File: config.mk
export PLATFORM = sky130hd
export DESIGN_NAME = bdmg_ram
export DESIGN_NICKNAME = d
export VERILOG_FILES = /design/src/rtl/core/bdmg_ram.sv
export SDC_FILE = /design/constraint.sdc
export NUM_CORES = 1
export LEC_CHECK = 0
export BUFFER_PORTS_ARGS = -buffer_cell sky130_fd_sc_hd__buf_4
export CAP_MARGIN = 10
export CORE_ASPECT_RATIO = 0.5
export CORE_UTILIZATION = 44
export CTS_CLUSTER_SIZE = 14
export DETAILED_ROUTE_END_ITERATION = 10
export PLACE_DENSITY = 0.66
export SLEW_MARGIN = 0
export SYNTH_ARGS = -nofsm -noshare
export SYNTH_HDL_FRONTEND = slang
export SYNTH_SLANG_ARGS = --single-unit
File: constraint.sdc
create_clock -name clock -period 1.6 [get_ports clock]
set_input_delay 0.24 -clock clock [delete_from_list [all_inputs] [get_ports clock]]
set_output_delay 0.24 -clock clock [all_outputs]
set_load 0.05 [all_outputs]
File: src/rtl/core/bdmg_ram.sv
// ============================================================================
// Generic simple dual-port RAM
// One write port and one read port, read data registered.
// ============================================================================
module bdmg_ram #(
   parameter int WIDTH = 8,
   parameter int DEPTH = 16
) (
   input  logic                     clock,
   input  logic                     wr_en,
   input  logic [$clog2(DEPTH)-1:0] wr_addr,
   input  logic [WIDTH-1:0]         wr_data,
   input  logic [$clog2(DEPTH)-1:0] rd_addr,
   output logic [WIDTH-1:0]         rd_data
);

   logic [WIDTH-1:0] mem [DEPTH];
   logic [WIDTH-1:0] rd_data_ff;

   // Write port and registered read port.
   always_ff @(posedge clock) begin
      if (wr_en) begin
         mem[wr_addr] <= wr_data;
      end
      rd_data_ff <= mem[rd_addr];
   end

   assign rd_data = rd_data_ff;

endmodule

==> results of run 1 <==
worst min-delay path by stage:
stage,end
final,mem[5][5]
after global routing,mem[11][1]
after CTS,mem[1][5]
after detailed placement,mem[10][5]
after global placement,mem[8][5]
after floorplan,mem[0][0]
per-stage QoR:
step | setup TNS [ns] | instances
floorplan | 0 | 229
global placement | -0.140 | 435
detailed placement | -0.129 | 435
CTS | 0 | 467
global route | 0 | 467
finish | 0 | 467
area by class of cell:
type / instances / area (um^2)
sequential: 136 / 4000
timing repair buffer: 57 / 515
fill: 799 / 4840
clock inverter: 13 / 130
clock buffer: 19 / 433
multi-input combinational: 83 / 1060
tap: 159 / 199
synth_stat cells (all sizes together):
master / instances
mux4: 32
edfxtp: 128
and2: 1
buf: 7
nor3: 4
a22oi: 16
nand3b: 2
and2b: 1
nand2: 9
nand2b: 2
dfxtp: 8
clkdlybuf4s25: 3
nand3: 1
nor2: 13
or3b: 1
nor2b: 1
layer usage:
layer | wire length [um] | part of all wire (%) | track usage (%)
met3 | 716 | 7.2 | 5.41
met5 | 0 | 0 | 0
met1 | 4290 | 43 | 24.0
met4 | 161 | 1.6 | 8.22
met2 | 4830 | 48 | 29.2
power breakdown:
group	switching, mW	internal [mW]	leakage (nW)
combinational	0.297	0.221	0.689
clock	1.38	2.28	0.273
sequential	0.0226	3.98	1.22
state kept, by name, indices dropped and copies added (netlist names):
| name | flops |
|---|---|
| mem | 128 |
| rd_data | 8 |
cells by family (layout without fill, tap and decap cells):
kind of cell / count (synthesis) / after routing / synth area share [%]
buffers and inverters: 10 / 89 / 1.68
muxes: 32 / 32 / 15.0
AOI/OAI and AO/OA: 16 / 16 / 2.33
and+or+nand+nor: 35 / 35 / 3.18
DFF: 136 / 136 / 77.8
critical path: stages, from the launching register on:
cell	delay [ns]
edfxtp_1	0.36
mux4_1	0.54
a22oi_1	0.22
buf_4	0.16
nand2_1	0.05
==> impl_metrics.toml, run 1 <==
[clock_network]
cts_buffers = 17
root_buffer = "clkbuf_16"
ctsHoldBuffers = 0
cts.sinks = 136
cts_tree = "done"
post_cts_buffers = 0
clk_pin_slew_ns = 0.06
clock_latency_ns = 0.41
ctsResizeCount = 0
htreeDepth = 4
clk_path_buf_depth = 2

[final_layout]
final_common_cell = "edfxtp_1"
antenna_cells = 0
drive_gt1_share_pct = 34.7
synthToLayoutAreaGrowth_pct = 23.2
final_cell_mix = "edfxtp_1 (128), buf_4 (50), mux4_2 (18)"
final_area_mm2 = 0.00634
final_nets = 313
post-route-util_pct = 56.7

[die]
rows = 27
die-area_mm2 = 0.0122
die-height_um = 78.5
io_pins = 26
fp.dieW_um = 155
core_area_mm2 = 0.0112
initial_utilization_pct = 46.0

[synth]
ys_seq_area_share_pct = 77.8
netlist_instances = 229
yosys.cell_types.count = 19
synth_top_area_cell = "edfxtp_1"
syn_avg_cell_area_um2 = 22.5
synth_fp_nets = 247
synth_top_area_share_pct = 74.7
yosysWarnings = 0
ys_seq_elements = 136
synthesis.area_mm2 = 0.00515
synthTopCellsByArea = "edfxtp_1 (75%), mux4_2 (7.9%), mux4_1 (7.1%), dfxtp_1 (3.1%), a22oi_1 (2.3%)"

[setup_path]
path_max_fanout = 1
cp.required_ns = 1.90
cp-end-kind = "register"
r2r_slack_ns = 0.16
endpoint = "rd_data[2]"
r2r_end = "rd_data[2]"
r2r.worst_path.cells = 4
cp.arrival_ns = 1.74
timing.rr.start = "mem[1][2]"
path_class = "reg -> reg"
cp-start-kind = "register"
worstSetupStartpoint = "mem[1][2]"

[grt]
gr-total-overflow = 0
antenna_found_initial = 0
grt_pass1_vias = 2649
track_usage_pct = 18.5
grt_pass1_wl_mm = 15.3
grt_max_degree = 21

[timing]
max_freq_ghz = 0.695
post-route-worst-setup-slack_ns = 0.161
tightest_slew_ns = 0.749
finalHoldViolations = 0
timing.hold.ws_ns = 0.137
setup_violations = 0
finClkSkew_ns = 0.00349
drv_slew = 0
post-route-period-util_pct = 90.0
min_period_ns = 1.44
rsz0062_at_grt = "no"
max_slew_margin_pct = 49.9

[placed_design]
gp_congestion = 0.751
place_area_mm2 = 0.00578
hpwl_mm = 6.49
portBuffers = 25
post-place-ws_ns = -0.0618

[routing]
drc = 0
vias_per_cell = 5.35
drt.antenna.violating_nets = 0
wirelength_mm = 10.0
dr_total_vias = 2499
first_pass_iters = 4
avgRoutedWirePerCell_um = 21.4
drt-initial-drc-count = 241

[power_and_ir_drop]
p_total_mw = 8.18
leakage_nw = 2.19
cellPowerDensity_mw_per_mm2 = 1290
ir_drop_mv = 0.658

[worst_hold_path]
hold_path_startpoint = "wr_data[5]"
min_path_type = "in -> reg"
min_path_cells = 1

[job]
cap_violations = 0

[outcome]
status = "complete, no violations"
(Power assumes the default switching activity.)
==> run 2: changes to the inputs <==
Settings changed: PLACE_DENSITY 0.66 to 0.63.
Clock period 1.6 ns to 1.45 ns, I/O delays scaled along.
==> run 2 against run 1 <==
Net effect: sequential power rose by 10%; register-to-register slack got worse by 0.12 ns; flip-flop and latch count stayed put; non-clock buffer count decreased by 6; combinational power is 7.3% higher; fmax rose by 2.2%; via count fell by 1.8%; largest cell class unchanged.
==> impl_metrics.toml, run 2 (same netlist as run 1, synthesis figures left out) <==
[outcome]
status = "complete, no violations"

[setup_path]
cp.required_ns = 1.75
critical_path.cell_chain = "mux4_2 -> a22oi_2 -> buf_4 -> nand2_1"
cp-end-kind = "register"
path_class = "reg -> reg"
cp-start-kind = "register"
cpPeakStageDelay_ns = 0.49
crit_buf_inv = 1
cp.arrival_ns = 1.71
critPathTopFamily = "multiplexers"
critPathSlowestCell = "mux4_2"
path_max_fanout = 1

[placed_design]
place_area_mm2 = 0.00569
hpwl_mm = 6.37
gp_congestion = 0.748
portBuffers = 25

[final_layout]
drive_gt1_share_pct = 34.4
fillers = 834
top_register = "mem"
final_area_mm2 = 0.00634
final_common_cell = "edfxtp_1"
largest_register_ffs = 128
final_cell_mix = "edfxtp_1 (128), buf_4 (48), mux4_2 (18)"
antenna_cells = 0
final_nets = 307
synthToLayoutAreaGrowth_pct = 23.2

[clock_network]
cts_buffers = 17
root_buffer = "clkbuf_16"
htreeDepth = 4
clk_path_buf_depth = 2
post_cts_buffers = 0
clock_latency_ns = 0.41
ctsHoldBuffers = 0
clk_pin_slew_ns = 0.06
cts_tree = "done"
cts.sinks = 136

[grt]
grt_max_degree = 17
antenna_found_initial = 0
grt_pass1_wl_mm = 14.9
grt_pass1_vias = 2533
gr-total-overflow = 0
track_usage_pct = 18.2

[timing]
max_slew_margin_pct = 45.7
timing.hold.ws_ns = 0.120
finClkSkew_ns = 0.00867
tightest_slew_ns = 0.813
rsz0062_at_grt = "no"
post-route-period-util_pct = 97.2
drv_slew = 0
min_period_ns = 1.41
finalHoldViolations = 0
setup_violations = 0
max_freq_ghz = 0.710

[power_and_ir_drop]
p_int_mw = 7.65
p_switching_mw = 1.90
ir_drop_mv = 0.928
power_frac_clock_pct = 47.9
switching_share_pct = 19.9
cellPowerDensity_mw_per_mm2 = 1510
combPwrFrac_pct = 5.8
seqPwrFrac_pct = 46.3
leakage_nw = 2.17

[routing]
first_pass_iters = 4
drc = 0
dr_total_vias = 2453
avgRoutedWirePerCell_um = 21.3
drt-initial-drc-count = 165
wirelength_mm = 9.81
drt.antenna.violating_nets = 0
vias_per_cell = 5.32

[die]
die-area_mm2 = 0.0122
die-height_um = 78.5
rows = 27
core_area_mm2 = 0.0112
io_pins = 26
initial_utilization_pct = 46.0
fp.dieW_um = 155

[worst_hold_path]
min_path_type = "in -> reg"

[job]
cap_violations = 0
## run 2: timing repair
action,in CTS,in global routing
endpoints found under the hold margin,0,0
gates cloned,0,0
gates resized for setup,2,2
endpoints found under the setup margin,2,2
pin swaps,0,0
## run 2: area by class of cell
class	count	area, um^2	area share, %
clock buffer	18	429	6.77
timing repair buffer	51	420	6.63
clock inverter	14	205	3.24
sequential	136	4000	63.2
tap	159	199	3.14
multi-input combinational	83	1080	17.1
## run 2: final timing paths
check / from / end / slack, ns / depth (start not counted)
worst max-delay path: mem[7][6] / rd_data[6] / 0.04 / 4
worst min-delay path: wr_data[4] / mem[13][4] / 0.12 / 1
worst max register to register: mem[7][6] / rd_data[6] / 0.04 / 4
worst min register to register: mem[12][6] / rd_data[6] / 0.67 / 3
## run 2: power by group through the flow
stage / Clock (mW) / Sequential, mW / Combinational [mW]
finish: 4.58 / 4.42 / 0.556
detailed placement: 0 / 4.50 / 0.553
global placement: 0 / 4.50 / 0.543
global route: 4.82 / 4.43 / 0.592
floorplan: 0 / 4.59 / 0.223
CTS: 4.65 / 4.42 / 0.559
## run 2: layer usage
| layer | wire length (um) | GRT usage (%) |
|---|---|---|
| met1 | 4460 | 25.5 |
| met2 | 4580 | 26.7 |
| met3 | 661 | 4.69 |
| met4 | 112 | 8.61 |
| met5 | 0 | 0 |
## run 2: through the flow
| stage | util [%] | power [mW] | cells | setup TNS [ns] | worst slack, ns |
|---|---|---|---|---|---|
| after global routing | 56.7 | 9.84 | 461 | 0 | 0.00876 |
| after floorplan | - | 4.81 | 229 | -0.943 | -0.0336 |
| after global placement | 50.8 | 5.04 | 429 | -1.24 | -0.222 |
| after CTS | 56.6 | 9.63 | 461 | 0 | 0.00421 |
| final | 56.7 | 9.56 | 461 | 0 | 0.0412 |
| after detailed placement | 50.8 | 5.06 | 429 | -1.48 | -0.232 |
==> run 3: changes to the inputs <==
Settings changed: BUFFER_PORTS_ARGS -buffer_cell sky130_fd_sc_hd__buf_4 to -buffer_cell sky130_fd_sc_hd__buf_2.
==> run 3 against run 2 <==
Net effect: clock skew decreased by 0.0013 ns; final area fell by 0.89%; worst hold slack improved by 0.076 ns; total power decreased by 0.82%; cell count stayed put; die area unchanged; clock power shrank 1%; sequential share of layout area up 0.57 points; first-iteration DRC count grew 30%; critical path depth is 1 lower; core utilization is 0.50 points lower; fmax increased by 1.7%; largest cell class unchanged; largest power group unchanged.
==> impl_metrics.toml, run 3 (same netlist as run 1, synthesis figures left out) <==
[setup_path]
timing.rr.start = "mem[5][0]"
r2r_end = "rd_data[0]"
path_class = "reg -> reg"
worstSetupStartpoint = "mem[5][0]"
path_max_fanout = 1
critPathSlowestCell = "mux4_1"
critical_path.cell_chain = "mux4_1 -> a22oi_2 -> nand2_1"
r2r.worst_path.cells = 3
r2r_slack_ns = 0.06
cpPeakStageDelay_ns = 0.60
cp.required_ns = 1.75
cp-end-kind = "register"
cp.arrival_ns = 1.69
cp-start-kind = "register"

[timing]
max_slew_margin_pct = 43.6
rsz0062_at_grt = "no"
tightest_slew_ns = 0.843
setup_violations = 0
max_freq_ghz = 0.722
finalHoldViolations = 0
setup_tns_ns = 0
drv_slew = 0
min_period_ns = 1.39
post-route-period-util_pct = 95.6
finClkSkew_ns = 0.00741

[routing]
wirelength_mm = 10.2
dr_total_vias = 2477
first_pass_iters = 4
avgRoutedWirePerCell_um = 22.0
drt-initial-drc-count = 214
drt.antenna.violating_nets = 0
drc = 0
vias_per_cell = 5.37

[grt]
antenna_found_initial = 0
grt_pass1_vias = 2570
gr-total-overflow = 0
grt_pass1_wl_mm = 15.3
track_usage_pct = 18.7
grt_max_degree = 18

[power_and_ir_drop]
leakage_nw = 2.16
cellPowerDensity_mw_per_mm2 = 1510
p_total_mw = 9.48
ir_drop_mv = 0.535

[clock_network]
ctsHoldBuffers = 0
root_buffer = "clkbuf_16"
cts.sinks = 136
cts_tree = "done"
clock_latency_ns = 0.41
post_cts_buffers = 0
htreeDepth = 4
clk_pin_slew_ns = 0.06
cts_buffers = 17
clk_path_buf_depth = 2

[die]
io_pins = 26
initial_utilization_pct = 46.0
rows = 27
die-area_mm2 = 0.0122
core_area_mm2 = 0.0112
die-height_um = 78.5
fp.dieW_um = 155

[placed_design]
place_area_mm2 = 0.00564
gp_congestion = 0.759
portBuffers = 25
hpwl_mm = 6.61

[final_layout]
final_common_cell = "edfxtp_1"
drive_gt1_share_pct = 34.8
final_cell_mix = "edfxtp_1 (128), buf_2 (25), buf_4 (22)"
final_area_mm2 = 0.00628
final_nets = 307
largest_register_ffs = 128
top_register = "mem"
post-route-util_pct = 56.2
antenna_cells = 0
synthToLayoutAreaGrowth_pct = 22.1

[worst_hold_path]
min_path_cells = 1
whs_endpoint = "mem[14][6]"
min_path_type = "in -> reg"
hold_path_startpoint = "wr_data[6]"

[job]
cap_violations = 0

[outcome]
status = "complete, no violations"
==> run 3: cell types whose count changed in the layout (fill, tap and decap cells not counted), sizes merged <==
| cell | before | now |
|---|---|---|
| clkbuf | 18 | 23 |
| bufinv | 5 | 4 |
| clkinv | 7 | 5 |
| clkinvlp | 2 | 0 |
==> run 3: worst max path at each step <==
stage / end / depth (start not counted) / slack, ns
2_1_floorplan: mem[3][0] / 2 / -0.03
3_3_place_gp: rd_data[5] / 5 / -0.28
3_5_place_dp: rd_data[0] / 5 / -0.27
4_1_cts: rd_data[1] / 3 / 0.02
5_1_grt: rd_data[2] / 3 / 0.01
6_report: rd_data[0] / 3 / 0.06
==> run 3: per-stage QoR <==
step           hold WS [ns]  cells  setup slack (ns)
2_1_floorplan         0.316    229           -0.0336
3_3_place_gp          0.598    429            -0.275
3_5_place_dp          0.621    429            -0.274
4_1_cts               0.180    461            0.0163
5_1_grt               0.191    461            0.0103
6_report              0.197    461            0.0644
==> run 3: what timing repair did <==
item	CTS	global route
endpoints found under the setup margin	1	4
resized for setup	1	4
pin swaps	0	0
==> run 3: worst max-delay path: cells and delay by family, from the launching register on <==
family,cells,cell delay (ns)
flops,1,0.36
compound gates,1,0.22
mux,1,0.60
simple gates,1,0.08
==> run 3: power breakdown <==
part,total (mW),internal [mW],leakage (nW),switching (mW)
registers,4.42,4.40,1.22,0.0282
logic,0.533,0.201,0.626,0.332
clock network,4.52,3.00,0.311,1.52
total,9.48,7.60,2.16,1.88
==> run 3: final cells by class <==
cell class | count | area [um^2]
fillers | 790 | 4900
flip-flops and latches | 136 | 4000
multi-input cells | 83 | 1090
clock buffers | 23 | 478
repair buffers | 51 | 370
well taps | 159 | 199
clock inverters | 9 | 145
==> run 3: per-layer routing <==
layer,share of wire (%),track usage (%)
met5,0,0
met4,1.4,8.12
met3,7.0,5.85
met2,45,27.1
met1,47,26.1
